## src/hdl/pkf_pkg.sv

```systemverilog
// Shared types and constants for the palette keyframe fader.
// Holds the scheme colour table, colour word packing and request/result codes.
// No dependencies.
package pkf_pkg;

    // Request opcodes (s_axis_tuser)
    localparam logic [1:0] OP_TICK   = 2'd0;
    localparam logic [1:0] OP_SELECT = 2'd1;
    localparam logic [1:0] OP_CYCLE  = 2'd2;
    localparam logic [1:0] OP_INIT   = 2'd3;

    // Result kinds (m_axis_tuser)
    localparam logic [1:0] KIND_PAIR = 2'd0;
    localparam logic [1:0] KIND_MTN  = 2'd1;
    localparam logic [1:0] KIND_SKY  = 2'd2;

    // Configuration register indexes
    localparam logic CFG_SKY_UP = 1'b0;
    localparam logic CFG_HOLD   = 1'b1;

    localparam int unsigned COLOR_W    = 12;
    localparam int unsigned IN_TDATA_W = 16;
    localparam int unsigned OUT_TDATA_W = 48;
    localparam int unsigned TABLE_COLS = 8;   // checker pair plus six mountain colours

    localparam logic [23:0] SCHEME0_RGB [TABLE_COLS] = '{
        24'h6098D8, 24'h204090, 24'h005800, 24'h00A800,
        24'h28E028, 24'h204090, 24'h009000, 24'h00D000
    };
    localparam logic [23:0] SCHEME1_RGB [TABLE_COLS] = '{
        24'hE8D0A0, 24'hA88048, 24'h604018, 24'hA87830,
        24'hD8B868, 24'h806840, 24'h906828, 24'hC09848
    };

    typedef struct packed {
        logic [1:0]  kind;
        logic [11:0] light;
        logic [11:0] dark;
        logic [2:0]  slot;
        logic [11:0] color;
        logic [7:0]  sky;
        logic        last;
    } t_result;

    // Top three bits of each 8-bit channel: red at bit 1, green at 5, blue at 9
    function automatic logic [COLOR_W-1:0] rgb_to_word(input logic [23:0] rgb);
        return {rgb[7:5], 1'b0, rgb[15:13], 1'b0, rgb[23:21], 1'b0};
    endfunction

    // Target colour of an entry; entries past the table take zero
    function automatic logic [COLOR_W-1:0] scheme_color(input logic scheme,
                                                        input logic [3:0] idx);
        logic [COLOR_W-1:0] word;
        word = '0;
        if (idx < 4'(TABLE_COLS)) begin
            word = scheme ? rgb_to_word(SCHEME1_RGB[idx[2:0]])
                          : rgb_to_word(SCHEME0_RGB[idx[2:0]]);
        end
        return word;
    endfunction

endpackage

```

## src/hdl/palette_keyframe_fader.sv

```systemverilog
// Palette keyframe fader: linear palette fade between constant colour schemes.
// Depends on pkf_pkg (colour table, codes, result type).
//
// Operation: one request at a time. A select or cycle request registers its sky
// result once the output is free, then builds the keyframe store colour by colour,
// one entry a cycle per keyframe after a read and a load; the keyframe memory's
// single write port sets that rate. A tick that applies a keyframe copies each
// colour in turn, emits the checker pair, then emits each mountain colour if any
// changed; a holding tick stays idle, and init emits the scheme-zero pair, sky
// and mountains. Reset: synchronous, active low; control state cleared, current
// colours read as scheme zero, keyframe memory left unwritten.
module palette_keyframe_fader #(
    parameter int KEYFRAMES       = 6,
    parameter int MOUNTAIN_COLORS = 6,
    parameter int SCHEME_COUNT    = 2
) (
    input  logic                              i_clk,
    input  logic                              i_rst_n,
    // request channel
    input  logic                              s_axis_tvalid,
    output logic                              s_axis_tready,
    input  logic [pkf_pkg::IN_TDATA_W-1:0]    s_axis_tdata,  // [15:0] scheme_select
    input  logic [1:0]                        s_axis_tuser,  // [1:0] opcode
    // result channel
    output logic                              m_axis_tvalid,
    input  logic                              m_axis_tready,
    // [11:0] light_color, [23:12] dark_color, [26:24] slot, [38:27] color,
    // [46:39] sky_offset, [47] zero
    output logic [pkf_pkg::OUT_TDATA_W-1:0]   m_axis_tdata,
    output logic [1:0]                        m_axis_tuser,  // [1:0] kind
    output logic                              m_axis_tlast,
    // configuration write port
    input  logic                              i_cfg_we,
    input  logic                              i_cfg_index,
    input  logic [7:0]                        i_cfg_data
);
    import pkf_pkg::*;

    localparam int NCOL   = 2 + MOUNTAIN_COLORS;
    localparam int IW     = $clog2(NCOL);
    localparam int KDEPTH = KEYFRAMES * NCOL;
    localparam int KDW    = $clog2(KDEPTH);
    localparam int KW     = (KEYFRAMES > 1) ? $clog2(KEYFRAMES) : 1;
    // accumulated |delta| * (k+1) never exceeds 7 * KEYFRAMES
    localparam int AW     = $clog2(7 * KEYFRAMES + 1);
    // floor(m / KEYFRAMES) == (m * RECIP) >> SH, exact for m below 2^7
    localparam int SH     = 16;
    localparam logic [SH:0] RECIP = (SH+1)'(((1 << SH) + KEYFRAMES - 1) / KEYFRAMES);
    localparam int PW     = AW + SH + 1;

    typedef enum logic [3:0] {
        S_IDLE, S_SKY, S_B_RD, S_B_LD, S_B_RUN,
        S_T_RD, S_T_EV, S_T_PAIR, S_M_RD, S_M_OUT,
        S_I_PAIR, S_I_SKY, S_I_MTN
    } t_state;

    t_state            r_state;

    // configuration
    logic [7:0]        r_sky_up;
    logic [7:0]        r_hold_cfg;

    // fade control
    logic              r_scheme;
    logic              r_fade;
    logic [KW-1:0]     r_kf;
    logic [KDW-1:0]    r_kf_base;   // r_kf * NCOL, kept as a running sum
    logic [7:0]        r_hold_left;

    // sequencing
    logic [IW-1:0]     r_idx;
    logic [KW-1:0]     r_k;
    logic [KDW-1:0]    r_wr_addr;
    logic              r_changed;
    logic [COLOR_W-1:0] r_light;
    logic [COLOR_W-1:0] r_dark;

    // per-channel interpolation state
    logic [2:0]        r_a   [3];
    logic [2:0]        r_mag [3];
    logic              r_neg [3];
    logic [AW-1:0]     r_acc [3];

    // memories: current colours (with valid bits) and keyframe store
    logic [COLOR_W-1:0] r_cur_mem [NCOL];
    logic [NCOL-1:0]    r_cur_vld;
    logic [COLOR_W-1:0] r_cur_q;
    logic               r_cur_vq;
    logic [IW-1:0]      r_cur_aq;
    logic [COLOR_W-1:0] r_kf_mem [KDEPTH];
    logic [COLOR_W-1:0] r_kf_q;

    t_result           r_out;
    logic              r_out_valid;

    logic              out_free;
    logic              out_load;
    logic              accept;
    logic [KDW-1:0]    kf_rd_addr;
    logic [COLOR_W-1:0] cur_rd;
    logic [COLOR_W-1:0] tgt;
    logic [2:0]        ch_a   [3];
    logic [2:0]        ch_b   [3];
    logic [2:0]        ch_mag [3];
    logic              ch_neg [3];
    logic [AW-1:0]     n_acc  [3];
    logic [PW-1:0]     prod   [3];
    logic [2:0]        quo    [3];
    logic [2:0]        ch_v   [3];
    logic [COLOR_W-1:0] lerp_word;
    logic              idx_last;
    logic              k_last;
    logic              kf_last;

    function automatic t_result make_result(input logic [1:0] kind,
                                            input logic [COLOR_W-1:0] light,
                                            input logic [COLOR_W-1:0] dark,
                                            input logic [2:0] slot,
                                            input logic [COLOR_W-1:0] color,
                                            input logic [7:0] sky,
                                            input logic last);
        t_result res;
        res.kind  = kind;
        res.light = light;
        res.dark  = dark;
        res.slot  = slot;
        res.color = color;
        res.sky   = sky;
        res.last  = last;
        return res;
    endfunction

    assign s_axis_tready = (r_state == S_IDLE);
    assign accept        = s_axis_tvalid && s_axis_tready;
    assign out_free      = !r_out_valid || m_axis_tready;
    // a result register load happens in every emitting state once the slot is free
    assign out_load      = out_free && ((r_state == S_SKY)    || (r_state == S_T_PAIR) ||
                                        (r_state == S_M_OUT)  || (r_state == S_I_PAIR) ||
                                        (r_state == S_I_SKY)  || (r_state == S_I_MTN));

    assign m_axis_tvalid = r_out_valid;
    assign m_axis_tuser  = r_out.kind;
    assign m_axis_tlast  = r_out.last;
    assign m_axis_tdata  = {1'b0, r_out.sky, r_out.color, r_out.slot, r_out.dark,
                            r_out.light};

    assign kf_rd_addr = r_kf_base + KDW'(r_idx);
    assign idx_last   = (r_idx == IW'(NCOL - 1));
    assign k_last     = (r_k == KW'(KEYFRAMES - 1));
    assign kf_last    = (r_kf == KW'(KEYFRAMES - 1));

    // An entry never written since reset or init reads as its scheme-zero colour
    assign cur_rd = r_cur_vq ? r_cur_q : scheme_color(1'b0, 4'(r_cur_aq));
    assign tgt    = scheme_color(r_scheme, 4'(r_idx));

    // Per-channel interpolation: set-up from the current/target pair, then one
    // keyframe a cycle by accumulating |delta| and dividing by reciprocal multiply.
    always_comb begin
        lerp_word = '0;
        for (int c = 0; c < 3; c++) begin
            ch_a[c]   = cur_rd[1 + 4*c +: 3];
            ch_b[c]   = tgt[1 + 4*c +: 3];
            ch_neg[c] = (ch_a[c] > ch_b[c]);
            ch_mag[c] = ch_neg[c] ? (ch_a[c] - ch_b[c]) : (ch_b[c] - ch_a[c]);
            n_acc[c]  = r_acc[c] + AW'(r_mag[c]);
            prod[c]   = PW'(n_acc[c]) * PW'(RECIP);
            quo[c]    = 3'(prod[c] >> SH);
            ch_v[c]   = r_neg[c] ? (r_a[c] - quo[c]) : (r_a[c] + quo[c]);
            lerp_word[1 + 4*c +: 3] = ch_v[c];
        end
    end

    // Memories: registered reads, one write port each
    always_ff @(posedge i_clk) begin
        r_cur_q  <= r_cur_mem[r_idx];
        r_cur_vq <= r_cur_vld[r_idx];
        r_cur_aq <= r_idx;
        r_kf_q   <= r_kf_mem[kf_rd_addr];
        if (r_state == S_T_EV) begin
            r_cur_mem[r_idx] <= r_kf_q;
        end
        if (r_state == S_B_RUN) begin
            r_kf_mem[r_wr_addr] <= lerp_word;
        end
    end

    always_ff @(posedge i_clk) begin
        if (!i_rst_n) begin
            r_state     <= S_IDLE;
            r_sky_up    <= 8'd32;
            r_hold_cfg  <= 8'd6;
            r_scheme    <= 1'b0;
            r_fade      <= 1'b0;
            r_kf        <= '0;
            r_kf_base   <= '0;
            r_hold_left <= '0;
            r_idx       <= '0;
            r_k         <= '0;
            r_changed   <= 1'b0;
            r_cur_vld   <= '0;
            r_out_valid <= 1'b0;
        end else begin
            if (i_cfg_we) begin
                unique case (i_cfg_index)
                    CFG_SKY_UP: r_sky_up   <= i_cfg_data;
                    CFG_HOLD:   r_hold_cfg <= i_cfg_data;
                    default:    ;
                endcase
            end

            if (out_load) begin
                r_out_valid <= 1'b1;
            end else if (m_axis_tready) begin
                r_out_valid <= 1'b0;
            end

            unique case (r_state)
                S_IDLE: begin
                    if (accept) begin
                        unique case (s_axis_tuser)
                            OP_TICK: begin
                                if (r_fade) begin
                                    if (r_hold_left != 8'd0) begin
                                        r_hold_left <= r_hold_left - 8'd1;
                                    end else begin
                                        r_idx     <= '0;
                                        r_changed <= 1'b0;
                                        r_state   <= S_T_RD;
                                    end
                                end
                            end
                            OP_SELECT, OP_CYCLE: begin
                                if (SCHEME_COUNT == 1) begin
                                    r_scheme <= 1'b0;
                                end else if (s_axis_tuser == OP_SELECT) begin
                                    r_scheme <= s_axis_tdata[0];
                                end else begin
                                    r_scheme <= ~r_scheme;
                                end
                                r_fade      <= 1'b1;
                                r_kf        <= '0;
                                r_kf_base   <= '0;
                                r_hold_left <= '0;
                                r_state     <= S_SKY;
                            end
                            OP_INIT: begin
                                r_scheme    <= 1'b0;
                                r_cur_vld   <= '0;
                                r_fade      <= 1'b0;
                                r_kf        <= '0;
                                r_kf_base   <= '0;
                                r_hold_left <= '0;
                                r_state     <= S_I_PAIR;
                            end
                            default: ;
                        endcase
                    end
                end

                // select / cycle: sky offset, then rebuild the keyframe store
                S_SKY: begin
                    if (out_free) begin
                        r_out <= make_result(KIND_SKY, '0, '0, '0, '0,
                                             r_scheme ? r_sky_up : 8'd0, 1'b1);
                        r_idx   <= '0;
                        r_state <= S_B_RD;
                    end
                end
                S_B_RD: begin
                    r_state <= S_B_LD;
                end
                S_B_LD: begin
                    for (int c = 0; c < 3; c++) begin
                        r_a[c]   <= ch_a[c];
                        r_mag[c] <= ch_mag[c];
                        r_neg[c] <= ch_neg[c];
                        r_acc[c] <= '0;
                    end
                    r_k       <= '0;
                    r_wr_addr <= KDW'(r_idx);
                    r_state   <= S_B_RUN;
                end
                S_B_RUN: begin
                    for (int c = 0; c < 3; c++) begin
                        r_acc[c] <= n_acc[c];
                    end
                    r_k       <= r_k + KW'(1);
                    r_wr_addr <= r_wr_addr + KDW'(NCOL);
                    if (k_last) begin
                        if (idx_last) begin
                            r_state <= S_IDLE;
                        end else begin
                            r_idx   <= r_idx + IW'(1);
                            r_state <= S_B_RD;
                        end
                    end
                end

                // tick: copy keyframe into current colours, noting mountain changes, then emit results
                S_T_RD: begin
                    r_state <= S_T_EV;
                end
                S_T_EV: begin
                    r_cur_vld[r_idx] <= 1'b1;
                    if (r_idx == IW'(0)) begin
                        r_light <= r_kf_q;
                    end
                    if (r_idx == IW'(1)) begin
                        r_dark <= r_kf_q;
                    end
                    if (r_idx >= IW'(2) && cur_rd != r_kf_q) begin
                        r_changed <= 1'b1;
                    end
                    if (idx_last) begin
                        r_state <= S_T_PAIR;
                    end else begin
                        r_idx   <= r_idx + IW'(1);
                        r_state <= S_T_RD;
                    end
                end
                S_T_PAIR: begin
                    if (out_free) begin
                        r_out <= make_result(KIND_PAIR, r_light, r_dark, '0, '0, '0,
                                             !r_changed);
                        r_hold_left <= (r_hold_cfg != 8'd0) ? r_hold_cfg - 8'd1 : 8'd0;
                        if (kf_last) begin
                            r_fade    <= 1'b0;
                            r_kf      <= '0;
                            r_kf_base <= '0;
                        end else begin
                            r_kf      <= r_kf + KW'(1);
                            r_kf_base <= r_kf_base + KDW'(NCOL);
                        end
                        if (r_changed) begin
                            r_idx   <= IW'(2);
                            r_state <= S_M_RD;
                        end else begin
                            r_state <= S_IDLE;
                        end
                    end
                end
                S_M_RD: begin
                    r_state <= S_M_OUT;
                end
                S_M_OUT: begin
                    if (out_free) begin
                        r_out <= make_result(KIND_MTN, '0, '0, 3'(r_idx - IW'(2)),
                                             cur_rd, '0, idx_last);
                        if (idx_last) begin
                            r_state <= S_IDLE;
                        end else begin
                            r_idx   <= r_idx + IW'(1);
                            r_state <= S_M_RD;
                        end
                    end
                end

                // init: scheme zero straight from the table
                S_I_PAIR: begin
                    if (out_free) begin
                        r_out <= make_result(KIND_PAIR, scheme_color(1'b0, 4'd0),
                                             scheme_color(1'b0, 4'd1), '0, '0, '0, 1'b0);
                        r_state <= S_I_SKY;
                    end
                end
                S_I_SKY: begin
                    if (out_free) begin
                        r_out   <= make_result(KIND_SKY, '0, '0, '0, '0, '0, 1'b0);
                        r_idx   <= IW'(2);
                        r_state <= S_I_MTN;
                    end
                end
                S_I_MTN: begin
                    if (out_free) begin
                        r_out <= make_result(KIND_MTN, '0, '0, 3'(r_idx - IW'(2)),
                                             scheme_color(1'b0, 4'(r_idx)), '0, idx_last);
                        if (idx_last) begin
                            r_state <= S_IDLE;
                        end else begin
                            r_idx <= r_idx + IW'(1);
                        end
                    end
                end
                default: r_state <= S_IDLE;
            endcase
        end
    end

endmodule

```

## config.mk

```make
export PLATFORM = sky130hd
export DESIGN_NAME = palette_keyframe_fader
export DESIGN_NICKNAME = d
export VERILOG_FILES = /design/src/hdl/pkf_pkg.sv /design/src/hdl/palette_keyframe_fader.sv
export SDC_FILE = /design/constraint.sdc
export NUM_CORES = 1
export LEC_CHECK = 0
export BUFFER_PORTS_ARGS = -buffer_cell sky130_fd_sc_hd__buf_2
export CAP_MARGIN = 40
export CORE_MARGIN = 4
export CORE_UTILIZATION = 39
export CTS_CLUSTER_SIZE = 40
export DETAILED_ROUTE_END_ITERATION = 12
export GPL_ROUTABILITY_DRIVEN = 0
export GPL_TIMING_DRIVEN = 0
export SLEW_MARGIN = 20
export SYNTH_ARGS = -nofsm -noshare
export SYNTH_HDL_FRONTEND = slang
export SYNTH_SLANG_ARGS = --single-unit
```

## constraint.sdc

```tcl
create_clock -name i_clk -period 10.35 [get_ports i_clk]
set_clock_uncertainty 0.05 [all_clocks]
set_input_delay 1.5525 -clock i_clk [delete_from_list [all_inputs] [get_ports i_clk]]
set_output_delay 1.5525 -clock i_clk [all_outputs]
set_load 0.1 [all_outputs]
```

== Word level (Yosys, flattened, before mapping) ==
Memory sizes are Yosys's and may differ from the RTL's. A register that Yosys moved wholly into a read port is not among the register bits.
Index checks and enable logic that the tools add are counted.

* Flip-flop bits (word level): 151
* Memory bits (writable): 567
* Bits in read-only memories: 576
* Input port bits: 32
* Output and inout port bits: 53
* Memories: 9

{| class="wikitable"
|+ Memories
! name !! words !! width !! read ports !! clocked after Yosys merged registers in !! wr ports !! RTL line !! text
|-
| r_kf_mem || 48 || 9 || 1 || 1 || 1 || palette_keyframe_fader.sv:90 || <nowiki>logic [COLOR_W-1:0] r_kf_mem [KDEPTH];</nowiki>
|-
| (name not given) || 8 || 24 || 1 || 0 || 0 || pkf_pkg.sv:57 || <nowiki>: rgb_to_word(SCHEME0_RGB[idx[2:0]]);</nowiki>
|-
| (name not given) || 8 || 24 || 1 || 0 || 0 || pkf_pkg.sv:56 || <nowiki>word = scheme ? rgb_to_word(SCHEME1_RGB[idx[2:0]])</nowiki>
|-
| (name not given) || 8 || 24 || 1 || 0 || 0 || pkf_pkg.sv:57 ||
|-
| r_cur_mem || 8 || 12 || 1 || 1 || 1 || palette_keyframe_fader.sv:85 || <nowiki>logic [COLOR_W-1:0] r_cur_mem [NCOL];</nowiki>
|-
| r_acc || 3 || 6 || 3 || 0 || 3 || palette_keyframe_fader.sv:82 || <nowiki>logic [AW-1:0] r_acc [3];</nowiki>
|-
| 3 more memories || n/a || n/a || n/a || n/a || n/a || n/a ||
|}

* Add/sub/neg operators: 24
* Multipliers: 3
* Order comparisons: 8
* Equality and inequality tests: 42
* Muxes and demuxes: 104
* Bitwise logic cells: 8
* Reductions and logical operators: 41

{| class="wikitable"
|+ Operators by type and width
! operator !! number
|-
| 50-bit two-way mux || 6
|-
| 50-bit one-hot mux with 6 select lines || 1
|-
| 24-bit two-way mux || 6
|-
| 8-bit two-way mux || 8
|-
| 3-bit two-way mux || 21
|-
| 6-bit by 14-bit multiplier with 19-bit output (second input constant) || 3
|-
| 4-bit two-way mux || 13
|-
| 4-bit one-hot mux with 13 select lines || 1
|-
| 8-bit one-hot mux with 2 select lines || 3
|-
| 6-bit two-way mux || 7
|-
| 3-bit subtractor || 9
|-
| 6-bit by 3-bit adder with 6-bit output || 4
|-
| 12-bit two-way mux || 2
|-
| 2-bit inequality test (second input constant) || 12
|-
| 6-bit one-hot mux with 2 select lines || 2
|-
| 1-bit two-way mux || 22
|-
| 11-bit AND reduction || 2
|-
| 3-bit one-hot mux with 7 select lines || 1
|-
| 4-bit == test (second input constant) || 5
|-
| 4-bit by 3-bit == test with 1-bit output (second input constant) || 4
|-
| 8-bit nonzero test || 2
|-
| 8-bit by 1-bit subtractor with 8-bit output (second input constant) || 2
|-
| 6-bit by 4-bit adder with 6-bit output (second input constant) || 2
|-
| 12-bit inequality test || 1
|-
| 44 further kinds || 91
|}

== Depth between registers and ports, before layout ==
Gate-level depths: netlist (run 1).

* Depth after elaboration: 9
* Gate-level depth with buffers: 27
* Gate-level depth less buffers: 27

== Worst setup path before layout (run 1) ==
Ideal clock, no wire load.

* Path kind: flip-flop to flip-flop
* Start point: memory r_acc[0][0] in the netlist's numbering
* End point: memory r_kf_mem[0][2] in the netlist's numbering, data pin
* Setup time: 0.477 ns
* Arrival: 6.982 ns
* Data required time: 9.823 ns
* Slack: 2.841 ns
* Stages on the path, launching flop included: 26
* Path buffers: 0
* Cells stage by stage: edfxtp_1 ha_1 fa_1 a21o_1 nand2_1 xor2_1 inv_1 ha_1 inv_1 fa_1 inv_1 fa_1 ha_1 and3_1 a221o_1 a2111oi_1 nor2b_1 xnor2_1 ha_1 inv_1 o22ai_1 nor2_1 fa_1 xnor2_1 xnor2_1 xnor2_1

{| class="wikitable"
|+ RTL lines
! element !! RTL line
|-
| from (decl) || palette_keyframe_fader.sv:82
|-
| to (decl) || palette_keyframe_fader.sv:90
|}

==> results of run 1 <==
## sequential cells by signal (all words and copies together), names as in the netlist, 18 cells and up
| signal | flops |
|---|---|
| r_kf_mem | 432 |
| r_cur_mem | 72 |
| m_axis_tdata | 38 |
| r_acc | 18 |
## cell families (layout without fill, tap and decap cells)
| group | count (synthesis) | after routing | share of synthesized area |
|---|---|---|---|
| AO/OA/AOI/OAI | 283 | 283 | 0.0593 |
| XOR/XNOR | 49 | 49 | 0.0140 |
| adder cells (fa/ha/maj) | 161 | 161 | 0.0737 |
| buffers and inverters | 229 | 490 | 0.0335 |
| flip-flops | 682 | 682 | 0.643 |
| multiplexers | 154 | 154 | 0.106 |
| other | 1 | 10 | 0.000122 |
| AND/OR/NAND/NOR | 442 | 442 | 0.0701 |
## stage by stage
stage / hold WS [ns] / util / area (um^2) / setup slack (ns)
4_1_cts: 0.392 / 0.457 / 35500 / 2.79
2_1_floorplan: 0.333 / - / 30700 / 2.84
5_1_grt: 0.413 / 0.457 / 35500 / 2.29
3_3_place_gp: 0.391 / 0.416 / 32300 / 0.216
6_report: 0.405 / 0.457 / 35500 / 2.87
3_5_place_dp: 0.386 / 0.425 / 33000 / 2.85
## synth_stat cells (14+ instances only)
cell type	count
nand2_1	132
a21o_1	30
clkbuf_1	41
a21boi_0	20
buf_4	18
mux4_2	137
nor3_1	15
dfxtp_1	74
and3_1	30
xor2_1	14
nand3_1	21
nor2_1	126
o22ai_1	48
fa_1	33
inv_1	132
o21ai_0	54
xnor2_1	35
edfxtp_1	608
buf_2	17
ha_1	128
nor2b_1	18
a21oi_1	52
and2_1	22
## how the worst max path moves through the flow
stage / startpoint / to / cells past startpoint
2_1_floorplan: r_acc[0][0] / r_kf_mem[0][2] / 25
3_3_place_gp: r_acc[0][0] / r_kf_mem[36][2] / 26
3_5_place_dp: r_mag[0][6] / r_kf_mem[28][8] / 30
4_1_cts: r_mag[0][6] / r_kf_mem[13][8] / 30
5_1_grt: r_mag[0][6] / r_kf_mem[15][8] / 30
6_report: r_acc[0][0] / r_kf_mem[44][2] / 28
## critical path, delay by kind of cell, from the launching register on
kind | cells | cell delay (ns)
simple gates | 4 | 0.48
buf+inv | 7 | 0.92
flops | 1 | 0.37
fa+ha+maj | 8 | 2.67
xor+xnor | 5 | 1.54
compound gates | 4 | 1.26
## area by class of cell
class | instances | share of cell area
flip-flops and latches | 682 | 0.555
multi-input cells | 1099 | 0.282
well taps | 1040 | 0.0366
clock inverters | 46 | 0.0145
clock buffers | 86 | 0.0551
repair buffers | 129 | 0.0280
inverters | 135 | 0.0143
plain buffers | 94 | 0.0146
## layout by cell type (no fill, tap or decap), drive strengths merged, types with 35 or more instances in the layout
master,Yosys,layout
edfxtp,608,608
buf,52,181
inv,134,138
mux4,137,137
nand2,132,132
ha,128,128
nor2,128,128
clkbuf,42,128
dfxtp,74,74
o21ai,66,66
a21oi,52,52
o22ai,48,48
xnor2,35,35
## layer usage
metal / vias to the layer above / GRT usage
met1: 8980 / 0.226
li1: 8025 / -
met3: 108 / 0.0262
met5: - / 0
met4: 0 / 0.0458
met2: 515 / 0.297
==> impl_results.md, run 1 <==
- Initial antenna violation count: 1
- Die Width: 289 um
- Max stage delay on crit path: 0.55 ns
- Slowest cell on crit path: a2111oi_1
- Post-CTS Resized: 0
- Multi-input gate area: 10000 um^2
- WP data required: 10.74 ns
- DR WL met3: 4.10 mm
- Antenna cells: 0
- Hold Path Class: flop to flop
- ANT nets after route: 0
- Hold EP: r_cur_aq[0]
- Min Clock Period, post-route: 7.48 ns
- Max Slew Vio Count: 0
- EDFF count, synth: 608
- Max Used Layer: met4
- GRT overflow: 0
- Worst setup EP type: flop
- Worst Path Max Fanout: 16
- Worst Path Arrival: 7.86 ns
- Drt pass-1 iters: 7
- Clock latency on the worst-skew pair: 0.61 ns
- FF+latch count, synth: 682
- Share of the synthesized area in the top cell type: 0.595
- Worst-margin pin slew: 0.794 ns
- Initial Util: 0.395
- Worst reg2reg startpoint: r_acc[0][0]
- WL/cell: 21.5 um
- CTS Buf Count: 73
- Setup CP Type: flop to flop
- Synth top area cells: edfxtp_1 59%, mux4_2 10%, ha_1 5.2%, dfxtp_1 4.8%, fa_1 2.2%
- Ys Warns: 0
- Register Area: 19700 um^2
- Vias in the first global route: 18100
- Final non-filler cell total: 3311
- Leading area contributor after synthesis: edfxtp_1
- Htree depth: 3
- Unrepaired setup endpoints after global routing: no
- Final hold violations: 0
- DP HPWL: 51.4 mm
- Maximum clock path buffer count: 3
- Max Cap Viol: 0
- Clk slew on worst S/H paths: 0.06 ns
- R2R cell count: 28
- Hold Path Depth: 0
- Root buffer cell: clkbuf_16
- DR DRC count: 0
- Io pins: 85
- Syn avg cell area: 15.3 um^2
- Met1 WL: 29.7 mm
- 1st-iter DRT viols: 1715
- CTS tree: built
- Fin nets: 2407
- Die area: 83300 um^2
- Mapped Area: 30700 um^2
- Hold buffer count at CTS: 0
- Netlist cell types: 78
- Worst r2r dst: r_kf_mem[44][2]
- Top FF cell, synth: edfxtp_1
- Vias: 17600
- Placed cells: 3177
- Drt via density: 5.32
- Core Box Area: 77700 um^2
- Relative max-transition margin: 0.469
- Hold path start: r_idx[0]
- Largest net degree at the start of global routing: 49
- Port bufs: 58
- Crit start category: flop
- Share of layout cells above drive strength 1: 0.202
- Fillers: 6675
- Fin Setup TNS: 0 ns
- Total Routing Usage GR: 0.171
- Fmax: 134 MHz
- First-pass GRT wire length: 108 mm
- Area delta synth->final: 15.8%
- Setup-failing EPs final: 0
- R2R Setup Slk: 2.87 ns
- Total Wirelength: 71.1 mm
- Floorplan row count: 102
- Number of buffers added for setup after CTS: 0
- CTS Sinks: 682
- WL met2: 35.9 mm
- Die Span Y: 289 um
- Async set-or-reset flop fraction in the synthesized netlist: 0
- Gate Count Post-Synth: 2001
- Period utilization: 0.723
- Outcome: completed
- Sequential area share after synthesis: 0.643
Power of run 1 is left out: the tool's default activity adds up to more than one toggle a clock period on the data nets, which glitch-free logic cannot reach.
==> run 2: changes to the inputs <==
Clock period 10.35 ns to 7 ns, I/O delays scaled along.
==> run 2 against run 1 <==
Worst hold slack improved by 0.0095 ns. Setup slack got worse by 2.5 ns. Die area unchanged. Via count increased by 0.57%. Largest cell class unchanged.
==> impl_results.md, run 2 (synthesis results as in run 1) <==
- M1 GR Usage: 0.223 (was 0.226)
- CTS tree: built (unchanged)
- Hold Path Depth: 2 (was 0)
- WL/cell: 21.6 um (was 21.5 um)
- Dpl ws: -0.0600 ns (was 2.85 ns)
- Initial Util: 0.395 (unchanged)
- Crit start category: flop (unchanged)
- GRT met3 Usage: 0.0313 (was 0.0262)
- Commonest cells after routing, fill and taps aside: 608 x edfxtp_1, 137 x mux4_2, 132 x nand2_1, 129 x inv_1, 128 x ha_1 (unchanged)
- Setup CP Type: flop to flop (unchanged)
- Hold EP: r_sky_up[5] (was r_cur_aq[0])
- Grt met2 use: 0.292 (was 0.297)
- Port bufs: 58 (unchanged)
- Vias: 17700 (was 17600)
- Max reg flops: 432 (unchanged)
- Vias in the first global route: 18000 (was 18100)
- Die area: 83300 um^2 (unchanged)
- GRT overflow: 0 (unchanged)
- R2R cell count: 27 (was 28)
- Min Clock Period, post-route: 6.61 ns (was 7.48 ns)
- Hold path start: r_sky_up[5] (was r_idx[0])
- Total Wirelength: 71.6 mm (was 71.1 mm)
- Drt via density: 5.35 (was 5.32)
- Clk slew on worst S/H paths: 0.06 ns (about the same)
- DP HPWL: 51.1 mm (was 51.4 mm)
- Root buffer cell: clkbuf_16 (unchanged)
- Fin area: 35600 um^2 (was 35500 um^2)
- Setup-failing EPs final: 0 (unchanged)
- Worst Path Arrival: 6.90 ns (was 7.86 ns)
- Largest net degree at the start of global routing: 49 (unchanged)
- CTS Sinks: 682 (unchanged)
- Worst r2r dst: r_kf_mem[45][2] (was r_kf_mem[44][2])
- Final hold violations: 0 (unchanged)
- WP data required: 7.29 ns (was 10.74 ns)
- Core Box Area: 77700 um^2 (unchanged)
- Worst Path Max Fanout: 28 (was 16)
- Fin util: 0.459 (was 0.457)
- DR DRC count: 0 (unchanged)
- Relative max-transition margin: 0.475 (was 0.469)
- Most flops, register: r_kf_mem (unchanged)
- R2R Setup Slk: 0.39 ns (was 2.87 ns)
- Area delta synth->final: 16.1% (was 15.8%)
- Setup WS post-layout: 0.392 ns (was 2.87 ns)
- Commonest non-fill, non-tap cell in the layout: edfxtp_1 (unchanged)
- Maximum clock path buffer count: 3 (unchanged)
- First-pass GRT wire length: 109 mm (was 108 mm)
- Htree depth: 3 (unchanged)
- Max Slew Vio Count: 0 (unchanged)
- Fin nets: 2405 (was 2407)
- 1st-iter DRT viols: 1617 (was 1715)
- Worst-margin pin slew: 0.785 ns (was 0.794 ns)
- Io pins: 85 (unchanged)
- Hold Path Class: flop to flop (unchanged)
- Worst reg2reg startpoint: r_acc[0][0] (unchanged)
- Clock latency on the worst-skew pair: 0.62 ns (was 0.61 ns)
- Worst setup EP type: flop (unchanged)
- Initial antenna violation count: 2 (was 1)
- Gr busiest metal: met2 (unchanged)
- Placed cells: 3169 (was 3177)
- ANT nets after route: 0 (unchanged)
- Floorplan row count: 102 (unchanged)
- Cell Area, Placed: 33100 um^2 (was 33000 um^2)
- Die Span Y: 289 um (unchanged)
- Fmax: 151 MHz (was 134 MHz)
- Die Width: 289 um (unchanged)
- Share of layout cells above drive strength 1: 0.208 (was 0.202)
- Period utilization: 0.944 (was 0.723)
- Final non-filler cell total: 3313 (was 3311)
- Drt pass-1 iters: 5 (was 7)
- Unrepaired setup endpoints after global routing: no (unchanged)
- CTS Buf Count: 73 (unchanged)
- Total Routing Usage GR: 0.172 (was 0.171)
- Max Cap Viol: 0 (unchanged)
- Outcome: completed (unchanged)
run 2: cell count changes in the layout (fill, tap and decap cells not counted), sizes merged:
cell / previous run / this run
bufinv: 11 / 5
clkbuf: 128 / 133
clkinv: 27 / 30
buf: 181 / 179
diode: 0 / 1
inv: 138 / 139
run 2: area by class of cell:
type                            instances  area, um^2
Tap cell                             1040        1300
Inverter                              135         507
Timing Repair Buffer                  127        1060
Buffer                                 94         520
Sequential cell                       682       19700
Fill cell                            6630       42100
Clock buffer                           91        1900
Multi-Input combinational cell       1099       10100
Clock inverter                         44         465
Antenna cell                            1        2.50
run 2: worst max-delay path by stage:
stage               depth (start not counted)               to         start
floorplan                                  25   r_kf_mem[0][2]   r_acc[0][0]
global placement                           26  r_kf_mem[36][2]   r_acc[0][0]
detailed placement                         28  r_kf_mem[36][2]   r_acc[0][0]
CTS                                        29  r_kf_mem[24][8]  r_acc[0][12]
global route                               27  r_kf_mem[40][2]   r_acc[0][0]
finish                                     27  r_kf_mem[45][2]   r_acc[0][0]
run 2: layer usage:
layer | wire [um] | vias up | part of all wire
li1 | - | 8014 | -
met1 | 29200 | 8989 | 0.41
met2 | 35700 | 580 | 0.50
met3 | 4590 | 143 | 0.064
met4 | 2140 | 2 | 0.030
met5 | 13 | - | 0.00018
run 2: repair_timing:
| item | 4_1_cts | 5_1_grt |
|---|---|---|
| endpoints found under the setup margin | 56 | 144 |
| pin swaps | 0 | 2 |
| gates cloned | 0 | 0 |
| buffers inserted | 0 | 1 |
| gates resized for setup | 2 | 15 |
| hold buffers | 0 | 0 |
run 2: metrics by stage:
| stage | setup TNS [ns] | hold slack, ns |
|---|---|---|
| floorplan | 0 | 0.333 |
| detailed placement | -2.30 | 0.405 |
| global route | 0 | 0.433 |
| global placement | -248.01 | 0.394 |
| CTS | 0 | 0.414 |
| finish | 0 | 0.414 |
run 2: critical path, stage by stage, from the launching register on:
cell      delay, ns
edfxtp_1       0.37
ha_1           0.23
fa_1           0.40
a21o_1         0.20
nand2_1        0.15
xor2_4         0.25
inv_1          0.10
ha_1           0.28
inv_1          0.05
fa_1           0.38
inv_1          0.09
fa_1           0.42
ha_1           0.30
and3_1         0.18
a221o_1        0.41
o41ai_2        0.38
xnor2_1        0.21
inv_1          0.07
ha_1           0.27
inv_1          0.03
o22ai_1        0.14
nor2_1         0.09
fa_2           0.39
xnor2_2        0.16
xnor2_2        0.25
xnor2_4        0.11
buf_16         0.17
buf_16         0.18
Power of run 2 is left out for the same reason.
